## config.mk

```make
export PLATFORM = sky130hd
export DESIGN_NAME = array_doubly_linked_list_core
export DESIGN_NICKNAME = d
export VERILOG_FILES = /design/src/design/adll_pkg.sv /design/src/design/adll_store.sv /design/src/design/adll_ctrl.sv /design/src/design/array_doubly_linked_list_core.sv
export VERILOG_INCLUDE_DIRS = /design/src /design/src/design
export SDC_FILE = /design/constraint.sdc
export NUM_CORES = 1
export LEC_CHECK = 0
export BUFFER_PORTS_ARGS = -buffer_cell sky130_fd_sc_hd__buf_2
export CAP_MARGIN = 20
export CELL_PAD_IN_SITES_DETAIL_PLACEMENT = 1
export CELL_PAD_IN_SITES_GLOBAL_PLACEMENT = 1
export CORE_MARGIN = 1
export CORE_UTILIZATION = 42
export CTS_BUF_LIST = sky130_fd_sc_hd__clkbuf_8
export DETAILED_ROUTE_END_ITERATION = 8
export PLACE_DENSITY = 0.75
export SKIP_CTS_REPAIR_TIMING = 1
export SYNTH_ARGS = -nofsm -noshare
export SYNTH_HDL_FRONTEND = slang
export SYNTH_HIERARCHICAL = 1
export SYNTH_SLANG_ARGS = --single-unit
```

## constraint.sdc

```tcl
create_clock -name i_clk -period 4.4 [get_ports i_clk]
set_clock_uncertainty 0.1 [all_clocks]
set_input_delay 0.88 -clock i_clk [delete_from_list [all_inputs] [get_ports i_clk]]
set_output_delay 0.88 -clock i_clk [all_outputs]
set_load 0.05 [all_outputs]
```

## src/design/assert_macros.svh

```systemverilog
// Assertion macros shared by the linked list core.
// Included by files that carry concurrent checks; no other dependencies.
`ifndef ASSERT_MACROS_SVH
`define ASSERT_MACROS_SVH

// ante holds -> cons holds in the same cycle
`define ASSERT_IMPLY(lbl, clk, rst_n, ante, cons) \
    lbl: assert property (@(posedge clk) disable iff (!rst_n) (ante) |-> (cons)) \
        else $error("same-cycle check failed");

// ante holds -> cons holds in the next cycle
`define ASSERT_NEXT(lbl, clk, rst_n, ante, cons) \
    lbl: assert property (@(posedge clk) disable iff (!rst_n) (ante) |=> (cons)) \
        else $error("next-cycle check failed");

`endif

```

## src/design/adll_pkg.sv

```systemverilog
// Shared types and constants for the array doubly linked list core.
// No dependencies; used by adll_store, adll_ctrl and the top level.
`timescale 1ns / 1ps
`default_nettype none

package adll_pkg;

    localparam int IW = 5;                    // index field width
    localparam int VW = 32;                   // data word width
    localparam int CW = 2;                    // command field width
    localparam int SW = 2;                    // status field width
    localparam int DEFAULT_NODE_COUNT = 32;

    localparam logic [CW-1:0] CMD_INS_AFTER  = 2'd0;
    localparam logic [CW-1:0] CMD_INS_BEFORE = 2'd1;
    localparam logic [CW-1:0] CMD_DELETE     = 2'd2;

    localparam logic [SW-1:0] ST_OK       = 2'd0;
    localparam logic [SW-1:0] ST_POSITION = 2'd1;
    localparam logic [SW-1:0] ST_FULL     = 2'd2;
    localparam logic [SW-1:0] ST_UNUSED   = 2'd3;

    typedef struct packed {
        logic [IW-1:0] new_index;
        logic [SW-1:0] status;
        logic [IW-1:0] head_index;
    } t_result;

endpackage

`default_nettype wire

```

## src/design/adll_store.sv

```systemverilog
// Node storage: next-link memory, prev-link memory (with in-use flag) and data memory.
// Synchronous registered reads; uses adll_pkg.
`timescale 1ns / 1ps
`default_nettype none

module adll_store #(
    parameter int NODE_COUNT = adll_pkg::DEFAULT_NODE_COUNT,
    localparam int AW = $clog2(NODE_COUNT)
) (
    input  wire logic                   i_clk,
    // next-link memory
    input  wire logic                   i_nx_rd_en,
    input  wire logic [AW-1:0]          i_nx_rd_addr,
    output logic [AW-1:0]               o_nx_rd_data,
    input  wire logic                   i_nx_wr_en,
    input  wire logic [AW-1:0]          i_nx_wr_addr,
    input  wire logic [AW-1:0]          i_nx_wr_data,
    // prev-link memory, entry is {in_use, prev}
    input  wire logic                   i_pv_rd_en,
    input  wire logic [AW-1:0]          i_pv_rd_addr,
    output logic [AW:0]                 o_pv_rd_data,
    input  wire logic                   i_pv_wr_en,
    input  wire logic [AW-1:0]          i_pv_wr_addr,
    input  wire logic [AW:0]            i_pv_wr_data,
    // data memory, write only
    input  wire logic                   i_dt_wr_en,
    input  wire logic [AW-1:0]          i_dt_wr_addr,
    input  wire logic [adll_pkg::VW-1:0] i_dt_wr_data
);
    import adll_pkg::*;

    logic [AW-1:0] r_next_mem [NODE_COUNT];
    logic [AW:0]   r_prev_mem [NODE_COUNT];
    logic [VW-1:0] r_data_mem [NODE_COUNT];
    logic [AW-1:0] r_nx_q;
    logic [AW:0]   r_pv_q;

    always_ff @(posedge i_clk) begin
        if (i_nx_wr_en) begin
            r_next_mem[i_nx_wr_addr] <= i_nx_wr_data;
        end
        if (i_nx_rd_en) begin
            r_nx_q <= r_next_mem[i_nx_rd_addr];
        end
    end

    always_ff @(posedge i_clk) begin
        if (i_pv_wr_en) begin
            r_prev_mem[i_pv_wr_addr] <= i_pv_wr_data;
        end
        if (i_pv_rd_en) begin
            r_pv_q <= r_prev_mem[i_pv_rd_addr];
        end
    end

    always_ff @(posedge i_clk) begin
        if (i_dt_wr_en) begin
            r_data_mem[i_dt_wr_addr] <= i_dt_wr_data;
        end
    end

    assign o_nx_rd_data = r_nx_q;
    assign o_pv_rd_data = r_pv_q;

endmodule

`default_nettype wire

```

## src/design/adll_ctrl.sv

```systemverilog
// Command sequencer: reads the node links, checks the request, writes links back.
// Drives adll_store; uses adll_pkg.
`timescale 1ns / 1ps
`default_nettype none

module adll_ctrl #(
    parameter int NODE_COUNT = adll_pkg::DEFAULT_NODE_COUNT,
    localparam int AW = $clog2(NODE_COUNT)
) (
    input  wire logic                    i_clk,
    input  wire logic                    i_rst_n,
    // request side
    input  wire logic                    i_valid,
    output logic                         o_stall,
    input  wire logic [adll_pkg::CW-1:0] i_cmd,
    input  wire logic [adll_pkg::IW-1:0] i_node_index,
    input  wire logic signed [adll_pkg::VW-1:0] i_value,
    // result toward output register
    output logic                         o_res_valid,
    input  wire logic                    i_res_ready,
    output adll_pkg::t_result            o_res,
    // store ports
    output logic                         o_nx_rd_en,
    output logic [AW-1:0]                o_nx_rd_addr,
    input  wire logic [AW-1:0]           i_nx_rd_data,
    output logic                         o_nx_wr_en,
    output logic [AW-1:0]                o_nx_wr_addr,
    output logic [AW-1:0]                o_nx_wr_data,
    output logic                         o_pv_rd_en,
    output logic [AW-1:0]                o_pv_rd_addr,
    input  wire logic [AW:0]             i_pv_rd_data,
    output logic                         o_pv_wr_en,
    output logic [AW-1:0]                o_pv_wr_addr,
    output logic [AW:0]                  o_pv_wr_data,
    output logic                         o_dt_wr_en,
    output logic [AW-1:0]                o_dt_wr_addr,
    output logic [adll_pkg::VW-1:0]      o_dt_wr_data
);
    import adll_pkg::*;

    localparam int XW = (AW > IW) ? AW : IW;
    localparam logic [XW:0]   NODE_LIMIT = (XW+1)'(NODE_COUNT);
    localparam logic [AW-1:0] LAST_NODE  = AW'(NODE_COUNT - 1);

    typedef enum logic [1:0] {S_IDLE, S_LOOK, S_EXEC, S_LINK} t_state;
    typedef enum logic [2:0] {
        OP_NONE, OP_INS_EMPTY, OP_INS_AFTER, OP_INS_BEFORE, OP_DELETE
    } t_op;

    t_state        r_state;
    logic [CW-1:0] r_cmd;
    logic [IW-1:0] r_idx;
    logic [VW-1:0] r_value;
    logic          r_in_range;
    logic [AW-1:0] r_addr;
    logic [AW-1:0] r_nx;
    logic [AW-1:0] r_pv;
    logic          r_inuse;
    logic [AW-1:0] r_head;
    logic [AW-1:0] r_free_head;
    logic [AW:0]   r_fill;      // entries at or above this were never written
    t_op           r_op;
    logic [AW-1:0] r_new;
    logic [SW-1:0] r_status;

    logic [XW-1:0] idx_x;
    logic          in_range;
    logic [AW-1:0] rd_addr;
    logic          accept;
    logic          fh_virgin;
    logic [AW-1:0] fh_next;
    logic          idx_zero;
    t_op           n_op;
    logic [SW-1:0] n_status;
    logic          link_go;
    logic [AW-1:0] n_head;

    assign idx_x    = XW'(i_node_index);
    assign in_range = {1'b0, idx_x} < NODE_LIMIT;
    assign rd_addr  = in_range ? idx_x[AW-1:0] : '0;
    assign accept   = (r_state == S_IDLE) && i_valid;
    assign o_stall  = (r_state != S_IDLE);

    // A never-written free node still links to its upper neighbor.
    assign fh_virgin = ({1'b0, r_free_head} >= r_fill);
    assign fh_next   = fh_virgin ? ((r_free_head == LAST_NODE) ? '0 : r_free_head + AW'(1))
                                 : i_nx_rd_data;
    assign idx_zero  = (r_idx == '0);

    // request checks, in priority order
    always_comb begin
        n_op     = OP_NONE;
        n_status = ST_OK;
        unique case (r_cmd)
            CMD_INS_AFTER: begin
                if (!r_in_range || !r_inuse) begin
                    n_status = ST_UNUSED;
                end else if (idx_zero && r_head != '0) begin
                    n_status = ST_POSITION;
                end else if (r_free_head == '0) begin
                    n_status = ST_FULL;
                end else begin
                    n_op = idx_zero ? OP_INS_EMPTY : OP_INS_AFTER;
                end
            end
            CMD_INS_BEFORE: begin
                if (!r_in_range || !r_inuse) begin
                    n_status = ST_UNUSED;
                end else if (idx_zero) begin
                    n_status = ST_POSITION;
                end else if (r_free_head == '0) begin
                    n_status = ST_FULL;
                end else begin
                    n_op = OP_INS_BEFORE;
                end
            end
            CMD_DELETE: begin
                if (!r_in_range || !r_inuse) begin
                    n_status = ST_UNUSED;
                end else if (idx_zero) begin
                    n_status = ST_POSITION;
                end else begin
                    n_op = OP_DELETE;
                end
            end
            default: begin
                n_status = ST_POSITION;
            end
        endcase
    end

    assign link_go = (r_state == S_LINK) && i_res_ready;

    // memory accesses: reads at accept and lookup, writes in two passes
    always_comb begin
        o_nx_rd_en   = 1'b0;
        o_nx_rd_addr = rd_addr;
        o_pv_rd_en   = accept;
        o_pv_rd_addr = rd_addr;
        o_nx_wr_en   = 1'b0;
        o_nx_wr_addr = '0;
        o_nx_wr_data = '0;
        o_pv_wr_en   = 1'b0;
        o_pv_wr_addr = '0;
        o_pv_wr_data = '0;
        o_dt_wr_en   = 1'b0;
        o_dt_wr_addr = '0;
        o_dt_wr_data = '0;
        n_head       = r_head;

        if (accept) begin
            o_nx_rd_en = 1'b1;
        end else if (r_state == S_LOOK) begin
            o_nx_rd_en   = 1'b1;
            o_nx_rd_addr = r_free_head;
        end

        if (r_state == S_EXEC) begin
            unique case (n_op)
                OP_INS_EMPTY, OP_INS_AFTER, OP_INS_BEFORE: begin
                    o_nx_wr_en   = 1'b1;
                    o_nx_wr_addr = r_free_head;
                    o_pv_wr_en   = 1'b1;
                    o_pv_wr_addr = r_free_head;
                    o_dt_wr_en   = 1'b1;
                    o_dt_wr_addr = r_free_head;
                    o_dt_wr_data = r_value;
                    if (n_op == OP_INS_AFTER) begin
                        o_nx_wr_data = r_nx;
                        o_pv_wr_data = {1'b1, r_addr};
                    end else if (n_op == OP_INS_BEFORE) begin
                        o_nx_wr_data = r_addr;
                        o_pv_wr_data = {1'b1, r_pv};
                    end else begin
                        o_nx_wr_data = '0;
                        o_pv_wr_data = {1'b1, AW'(0)};
                    end
                end
                OP_DELETE: begin
                    o_nx_wr_en   = 1'b1;
                    o_nx_wr_addr = r_addr;
                    o_nx_wr_data = r_free_head;
                    o_pv_wr_en   = 1'b1;
                    o_pv_wr_addr = r_addr;
                    o_pv_wr_data = '0;
                    o_dt_wr_en   = 1'b1;
                    o_dt_wr_addr = r_addr;
                    o_dt_wr_data = '0;
                end
                default: begin
                end
            endcase
        end

        if (r_state == S_LINK) begin
            unique case (r_op)
                OP_INS_AFTER: begin
                    o_nx_wr_en   = link_go;
                    o_nx_wr_addr = r_addr;
                    o_nx_wr_data = r_new;
                    o_pv_wr_en   = link_go && (r_nx != '0);
                    o_pv_wr_addr = r_nx;
                    o_pv_wr_data = {1'b1, r_new};
                end
                OP_INS_BEFORE: begin
                    o_pv_wr_en   = link_go;
                    o_pv_wr_addr = r_addr;
                    o_pv_wr_data = {1'b1, r_new};
                    o_nx_wr_en   = link_go && (r_pv != '0);
                    o_nx_wr_addr = r_pv;
                    o_nx_wr_data = r_new;
                    if (r_pv == '0) begin
                        n_head = r_new;
                    end
                end
                OP_DELETE: begin
                    o_nx_wr_en   = link_go && (r_pv != '0);
                    o_nx_wr_addr = r_pv;
                    o_nx_wr_data = r_nx;
                    o_pv_wr_en   = link_go && (r_nx != '0);
                    o_pv_wr_addr = r_nx;
                    o_pv_wr_data = {1'b1, r_pv};
                    if (r_pv == '0) begin
                        n_head = r_nx;
                    end
                end
                default: begin
                end
            endcase
        end
    end

    assign o_res_valid      = (r_state == S_LINK);
    assign o_res.new_index  = IW'(r_new);
    assign o_res.status     = r_status;
    assign o_res.head_index = IW'(n_head);

    always_ff @(posedge i_clk) begin
        if (!i_rst_n) begin
            r_state     <= S_IDLE;
            r_head      <= '0;
            r_free_head <= AW'(1);
            r_fill      <= (AW+1)'(1);
            r_op        <= OP_NONE;
        end else begin
            unique case (r_state)
                S_IDLE: begin
                    if (i_valid) begin
                        r_cmd      <= i_cmd;
                        r_idx      <= i_node_index;
                        r_value    <= i_value;
                        r_in_range <= in_range;
                        r_addr     <= rd_addr;
                        r_state    <= S_LOOK;
                    end
                end
                S_LOOK: begin
                    r_nx    <= i_nx_rd_data;
                    r_pv    <= i_pv_rd_data[AW-1:0];
                    // sentinel always in use; unwritten entries never are
                    r_inuse <= idx_zero ||
                               (({1'b0, r_addr} < r_fill) && i_pv_rd_data[AW]);
                    r_state <= S_EXEC;
                end
                S_EXEC: begin
                    r_op     <= n_op;
                    r_status <= n_status;
                    r_new    <= '0;
                    unique case (n_op)
                        OP_INS_EMPTY, OP_INS_AFTER, OP_INS_BEFORE: begin
                            r_new       <= r_free_head;
                            r_free_head <= fh_next;
                            if (fh_virgin) begin
                                r_fill <= r_fill + (AW+1)'(1);
                            end
                            if (n_op == OP_INS_EMPTY) begin
                                r_head <= r_free_head;
                            end
                        end
                        OP_DELETE: begin
                            r_free_head <= r_addr;
                        end
                        default: begin
                        end
                    endcase
                    r_state <= S_LINK;
                end
                S_LINK: begin
                    if (i_res_ready) begin
                        r_head  <= n_head;
                        r_state <= S_IDLE;
                    end
                end
                default: begin
                    r_state <= S_IDLE;
                end
            endcase
        end
    end

endmodule

`default_nettype wire

```

## src/design/array_doubly_linked_list_core.sv

```systemverilog
// Doubly linked list kept in node memories with a free chain; node 0 is the sentinel.
// Each accepted request runs in steps: the node's links are read, then the next link of
// the free head, then links are written back in two passes over the single write port
// of each link memory, and the result is captured in the output register. One request
// is in flight at a time; a new one is taken while the previous result still waits in
// the output register, and a stalled output holds the next request in its last pass.
// No clearing pass after reset: a fill mark stands in for the reset contents of
// unwritten entries.
// Uses adll_pkg, adll_ctrl, adll_store and assert_macros.svh.
`timescale 1ns / 1ps
`default_nettype none
`include "assert_macros.svh"

module array_doubly_linked_list_core #(
    parameter int NODE_COUNT = adll_pkg::DEFAULT_NODE_COUNT
) (
    input  wire logic                           i_clk,
    input  wire logic                           i_rst_n,
    input  wire logic                           i_valid,
    output logic                                o_stall,
    input  wire logic [adll_pkg::CW-1:0]        i_cmd,
    input  wire logic [adll_pkg::IW-1:0]        i_node_index,
    input  wire logic signed [adll_pkg::VW-1:0] i_value,
    output logic                                o_valid,
    input  wire logic                           i_stall,
    output logic [adll_pkg::IW-1:0]             o_new_index,
    output logic [adll_pkg::SW-1:0]             o_status,
    output logic [adll_pkg::IW-1:0]             o_head_index
);
    import adll_pkg::*;

    localparam int AW = $clog2(NODE_COUNT);

    logic          res_valid;
    logic          out_free;
    t_result       res;
    t_result       r_res;
    logic          r_o_valid;

    logic          nx_rd_en;
    logic [AW-1:0] nx_rd_addr;
    logic [AW-1:0] nx_rd_data;
    logic          nx_wr_en;
    logic [AW-1:0] nx_wr_addr;
    logic [AW-1:0] nx_wr_data;
    logic          pv_rd_en;
    logic [AW-1:0] pv_rd_addr;
    logic [AW:0]   pv_rd_data;
    logic          pv_wr_en;
    logic [AW-1:0] pv_wr_addr;
    logic [AW:0]   pv_wr_data;
    logic          dt_wr_en;
    logic [AW-1:0] dt_wr_addr;
    logic [VW-1:0] dt_wr_data;

    assign out_free = !r_o_valid || !i_stall;

    adll_ctrl #(
        .NODE_COUNT (NODE_COUNT)
    ) u_ctrl (
        .i_clk        (i_clk),
        .i_rst_n      (i_rst_n),
        .i_valid      (i_valid),
        .o_stall      (o_stall),
        .i_cmd        (i_cmd),
        .i_node_index (i_node_index),
        .i_value      (i_value),
        .o_res_valid  (res_valid),
        .i_res_ready  (out_free),
        .o_res        (res),
        .o_nx_rd_en   (nx_rd_en),
        .o_nx_rd_addr (nx_rd_addr),
        .i_nx_rd_data (nx_rd_data),
        .o_nx_wr_en   (nx_wr_en),
        .o_nx_wr_addr (nx_wr_addr),
        .o_nx_wr_data (nx_wr_data),
        .o_pv_rd_en   (pv_rd_en),
        .o_pv_rd_addr (pv_rd_addr),
        .i_pv_rd_data (pv_rd_data),
        .o_pv_wr_en   (pv_wr_en),
        .o_pv_wr_addr (pv_wr_addr),
        .o_pv_wr_data (pv_wr_data),
        .o_dt_wr_en   (dt_wr_en),
        .o_dt_wr_addr (dt_wr_addr),
        .o_dt_wr_data (dt_wr_data)
    );

    adll_store #(
        .NODE_COUNT (NODE_COUNT)
    ) u_store (
        .i_clk        (i_clk),
        .i_nx_rd_en   (nx_rd_en),
        .i_nx_rd_addr (nx_rd_addr),
        .o_nx_rd_data (nx_rd_data),
        .i_nx_wr_en   (nx_wr_en),
        .i_nx_wr_addr (nx_wr_addr),
        .i_nx_wr_data (nx_wr_data),
        .i_pv_rd_en   (pv_rd_en),
        .i_pv_rd_addr (pv_rd_addr),
        .o_pv_rd_data (pv_rd_data),
        .i_pv_wr_en   (pv_wr_en),
        .i_pv_wr_addr (pv_wr_addr),
        .i_pv_wr_data (pv_wr_data),
        .i_dt_wr_en   (dt_wr_en),
        .i_dt_wr_addr (dt_wr_addr),
        .i_dt_wr_data (dt_wr_data)
    );

    // output register; holds while the consumer stalls
    always_ff @(posedge i_clk) begin
        if (!i_rst_n) begin
            r_o_valid <= 1'b0;
        end else if (res_valid && out_free) begin
            r_o_valid <= 1'b1;
        end else if (!i_stall) begin
            r_o_valid <= 1'b0;
        end
    end

    always_ff @(posedge i_clk) begin
        if (res_valid && out_free) begin
            r_res <= res;
        end
    end

    assign o_valid      = r_o_valid;
    assign o_new_index  = r_res.new_index;
    assign o_status     = r_res.status;
    assign o_head_index = r_res.head_index;

    `ASSERT_NEXT(a_busy_after_req, i_clk, i_rst_n, i_valid && !o_stall, o_stall)
    `ASSERT_IMPLY(a_reject_no_node, i_clk, i_rst_n, o_valid && o_status != ST_OK, o_new_index == '0)
    `ASSERT_IMPLY(a_insert_has_head, i_clk, i_rst_n, o_valid && o_new_index != '0, o_head_index != '0 && o_status == ST_OK)

endmodule

`default_nettype wire

```

# Word level (Yosys, flattened, before mapping)
# Memories as Yosys holds them, arrays and structs flattened. A register that Yosys moved wholly into a read port is not among the register bits.
# Cells that the tools add are included.
[totals]
regBits = 59
mem_bits_rw = 352
mem_count = 2
[memory_table]
columns = ["name", "words", "width", "rd", "rd_ports_with_merged_regs", "wr", "line", "rtl"]
rows = [
  ["u_store.r_prev_mem", 32, 6, 1, 1, 1, "adll_store.sv:33", "logic [AW:0] r_prev_mem [NODE_COUNT];"],
  ["u_store.r_next_mem", 32, 5, 1, 1, 1, "adll_store.sv:32", "logic [AW-1:0] r_next_mem [NODE_COUNT];"],
]
[op_classes]
n_eq_ne = 18
mux = 66
n_reduce_logical = 33
magnitude_cmp = 2
add_sub_neg = 2
[op_table]
columns = ["operator", "n"]
rows = [
  ["5-bit 2-to-1 mux", 18],
  ["5-bit one-hot mux with 2 select lines", 8],
  ["6-bit 2-to-1 mux", 4],
  ["3-bit 2-to-1 mux", 7],
  ["2-bit 2-to-1 mux", 10],
  ["5-bit zero test", 3],
  ["5-bit nonzero test", 3],
  ["1-bit 2-to-1 mux", 13],
  ["3-bit by 2-bit equality test with 1-bit output (second input constant)", 4],
  ["6-bit one-hot mux with 2 select lines", 1],
  ["3-bit one-hot mux with 3 select lines", 1],
  ["2-bit one-hot mux with 4 select lines", 1],
  ["2-bit AND reduction", 4],
  ["6-bit by 1-bit adder with 6-bit output (second input constant)", 1],
  ["2-bit equality test (second input constant)", 3],
  ["3-bit equality test (second input constant)", 2],
  ["5-bit by 6-bit greater-or-equal comparator with 1-bit output", 1],
  ["1-bit logical AND", 6],
  ["5-bit by 6-bit < comparator with 1-bit output", 1],
  ["2-bit inequality test (second input constant)", 3],
  ["2-bit one-hot mux with 3 select lines", 1],
  ["3-bit AND reduction", 2],
  ["2-bit nonzero test", 3],
  ["2-bit OR reduction", 3],
  ["other kinds (12)", 18],
]

# Depth between registers and ports, before layout
[logic_depth]
ltp_word = 14
depth_mapped = 11
depth_no_buf = 10

# Hierarchy
# Netlist, hierarchy kept.
[modules_own_cells]
columns = ["mod", "n_inst", "area_per_inst_um2", "cells_per_inst", "seq_area_each_um2"]
rows = [
  ["adll_store", 1, 14056.0, 600, 10900.5],
  ["adll_ctrl", 1, 4633.2, 444, 2132.0],
  ["array_doubly_linked_list_core", 1, 401.6, 17, 380.4],
]

# Worst setup path before layout
# OpenSTA, ideal clock, no wires.
[synth_path]
path_type = "input-to-reg"
start = "in i_rst_n"
end = "reg u_ctrl.r_addr[0] (enable)"
t_arrival_ns = 3.794
slack_ns = 0.023
stages = 3
required_time_ns = 3.816
setup_time_ns = 0.484
path_cell_list = "inv_1 > clkbuf_1 > nor3_1"
[synth_via]
elab_chain_len = 1
[synth_lines]
columns = ["element", "line", "rtl"]
rows = [
  ["start, declared", "array_doubly_linked_list_core.sv:18", "input wire logic i_rst_n,"],
  ["3-bit AND reduction (no line)", "n/a", ""],
  ["end signal, assigned", "adll_ctrl.sv:253", "r_addr <= rd_addr;"],
  ["end, declared", "adll_ctrl.sv:55", "logic [AW-1:0] r_addr;"],
]
# No other way between the ends.
# A chain may end at the register's enable or synchronous reset.

# Worst setup path after layout
[layout_path]
start = "reg u_ctrl.r_free_head[0]"
end = "mem u_store/r_next_mem[0][1] (netlist bit) (enable)"
[layout_via]
word_cells_on_any_way = 24
[layout_lines]
columns = ["element", "line", "rtl"]
rows = [
  ["start, declared", "adll_ctrl.sv:60", "logic [AW-1:0] r_free_head;"],
  ["start signal, assigned", "adll_ctrl.sv:272", "r_free_head <= fh_next;"],
  ["start signal, assigned", "adll_ctrl.sv:281", "r_free_head <= r_addr;"],
  ["5-bit zero test *", "adll_ctrl.sv:100, adll_ctrl.sv:111", ""],
  ["2-bit 2-to-1 mux or 3-bit 2-to-1 mux (tied branches)", "adll_ctrl.sv:111, adll_ctrl.sv:100", ""],
  ["3-bit 2-to-1 mux, on equally long branches", "adll_ctrl.sv:109, adll_ctrl.sv:98", ""],
  ["3-bit 2-to-1 mux, on equally long branches", "adll_ctrl.sv:107, adll_ctrl.sv:96", ""],
  ["3-bit one-hot mux with 3 select lines *", "adll_ctrl.sv:94", "unique case (r_cmd)"],
  ["3-bit by 1-bit equality test with 1-bit output or 3-bit by 2-bit equality test with 1-bit output (tied branches)", "adll_ctrl.sv:159", "unique case (n_op)"],
  ["3-bit OR reduction", "adll_ctrl.sv:159", ""],
  ["5-bit one-hot mux with 2 select lines *", "n/a", ""],
  ["5-bit 2-to-1 mux *", "n/a", ""],
  ["5-bit one-hot mux with 2 select lines", "adll_ctrl.sv:196", "unique case (r_op)"],
  ["5-bit 2-to-1 mux *", "adll_ctrl.sv:195", "if (r_state == S_LINK) begin"],
  ["via nx_wr_addr[1]", "array_doubly_linked_list_core.sv:44", "logic [AW-1:0] nx_wr_addr;"],
  ["end, declared", "adll_store.sv:32", ""],
]
# Mark *: on every way through the listed nets, which the timed path passes. The rest lies on a longest branch.

==> reports/qor.yml <==
critical_path:
  path_max_fanout: 8
  arrival_ps: 4270
  end_kind: "flip-flop"
  cp_slowest_cell: "or3b_2"
  critical_path.top_delay_family: "simple AND/OR/NAND/NOR gates"
  worstPathRequired_ps: 4530
  path_buf_inv: 1
  critPathMaxStageDelay_ps: 660
  start_kind: "flip-flop"
  worstPathCellList: "inv_1, ha_1, or4b_4, a21oi_1, a2bb2oi_1, or2_0, o21ai_0, or3b_2, nor2_1"
  crit_type: "reg2reg"
floorplanning:
  fp.coreArea_um2: 41900
  dieWidth_um: 208
  die_height_um: 208
  row_count: 75
  dieArea_um2: 43400
  initial_core_util: 0.427
  io_pins: 57
timing:
  fin_setup_tns_ps: 0
  setup_ws_ps: 263
  hold_violations: 0
  final.period_utilization: 0.940
  drv_slew: 0
  fmax_mhz: 242
  setup_viol: 0
  tightest_slew_ps: 902
  maxSlewHeadroom: 0.396
  grt_setup_unrepaired: "no"
  min_period_ps: 4140
global_route:
  grt_pass1_vias: 10487
  antenna_found_initial: 0
  grt-ovfl-total: 0
  grt_pass1_wl_mm: 64.7
  grt_usage: 0.199
  grt_start_max_net_pins: 51
yosys:
  ys_warn_count: 6
  synthCells: 988
  syn_area_per_cell_um2: 18.1
  netlist_area_um2: 17900
  syn_nets: 1048
clocking:
  tritoncts: "built"
  cts-root-buf: "clkbuf_8"
  clock_latency_ps: 630
  cts.sinks: 422
  htreeDepth: 3
  path_clk_slew_ps: 60
  cts_buffers: 70
  clock_path_buffers: 3
cells_and_area:
  final_cell_mix: "edfxtp_1, mux4_2, buf_4"
  fillers: 3969
  layout_commonest_cell: "edfxtp_1"
  seqCellArea_um2: 12500
  multi_input_area_um2: 5110
  diodes: 0
  area_growth_pct: 14.3
  finalNetCount: 1183
  layout-drive-gt1-share: 0.311
  fin_util: 0.488
power_and_ir_drop:
  switching_share: 0.271
  total_leakage_power_nw: 6.63
  p_int_mw: 6.83
  pwr_density_cell_nw_per_um2: 458
  vdd_drop_max_mv: 0.188
  switching_power_mw: 2.53
  combPwrFrac: 0.156
  pwr-share-seq: 0.504
  pwr-share-clk: 0.340
  total_power_mw: 9.37
drt:
  routed_via_density: 5.76
  vias: 9853
  drtIter0Drc: 830
  wl_per_cell_um: 24.8
  drc: 0
  first_pass_iters: 5
  ant_nets: 0
  routed_wl_mm: 42.5
hold_path:
  hold_class: "reg2reg"
placement:
  place.gp.congestion: 0.844
  dp_hpwl_mm: 28.4
  place_ws_ps: 263
  io_buffers: 24
flow_run:
  drv_cap: 0
status:
  outcome: "complete, no violations"
-- path summary, 6_finish.rpt --
| kind | from | endpoint | slack, ps | depth (start not counted) |
|---|---|---|---|---|
| max | u_ctrl/r_free_head[0] | u_store/r_next_mem[0][1] | 260 | 9 |
| max reg2reg | u_ctrl/r_free_head[0] | u_store/r_next_mem[0][1] | 260 | 9 |
| min reg2reg | u_store/o_pv_rd_data[1] | u_ctrl/r_pv[1] | 310 | 0 |
| min | u_store/o_pv_rd_data[1] | u_ctrl/r_pv[1] | 310 | 0 |
-- stage by stage --
stage	instances	area [µm²]	hold WS, ps
floorplan	988	17900	300
global placement	1589	19200	308
detailed placement	1589	19200	309
CTS	1711	20400	296
global route	1712	20500	298
finish	1712	20500	315
-- state kept, by name (all words and copies together) (netlist names) --
signal	cells
u_ctrl/r_pv	5
u_store/o_nx_rd_data	5
u_store/r_prev_mem	192
u_ctrl/r_new	5
u_ctrl/r_head	5
u_ctrl/r_free_head	5
u_ctrl/r_cmd	2
u_store/r_next_mem	160
o_valid	1
u_ctrl/r_nx	5
u_ctrl/r_status	2
o_head_index	5
o_status	2
o_new_index	5
u_ctrl/r_fill	6
u_ctrl/r_state	2
u_ctrl/r_addr	5
u_ctrl/r_inuse	1
u_ctrl/r_op	3
u_store/o_pv_rd_data	6
-- power groups by stage --
stage	registers (mW)	logic, mW	clock network (mW)
finish	4.72	1.46	3.19
global route	4.72	1.56	3.43
global placement	4.79	1.41	0
CTS	4.72	1.46	3.27
floorplan	4.79	0.978	0
detailed placement	4.80	1.46	0
-- per-layer routing --
metal	vias to the layer above	share of wire	wire [µm]	GRT usage
met2	266	0.51	21900	0.341
met4	0	0.022	916	0.0697
met3	63	0.048	2020	0.0376
li1	4306	-	-	-
met1	5218	0.42	17700	0.254
met5	-	0	0	0
-- layout make-up --
type,count,share of cell area
clock buffer,72,0.0485
inverter,13,0.00239
multi-input combinational,498,0.250
timing repair buffer,118,0.0439
sequential,422,0.609
tap,539,0.0330
clock inverter,50,0.0133
-- worst register-to-register path, delay by kind of cell (launching register included) --
kind,cells,cell delay (ps)
simple gates,4,2040
compound gates,3,730
flops,1,480
buf+inv,1,230
fa+ha+maj,1,170
Power figures use the tool's default switching activity.
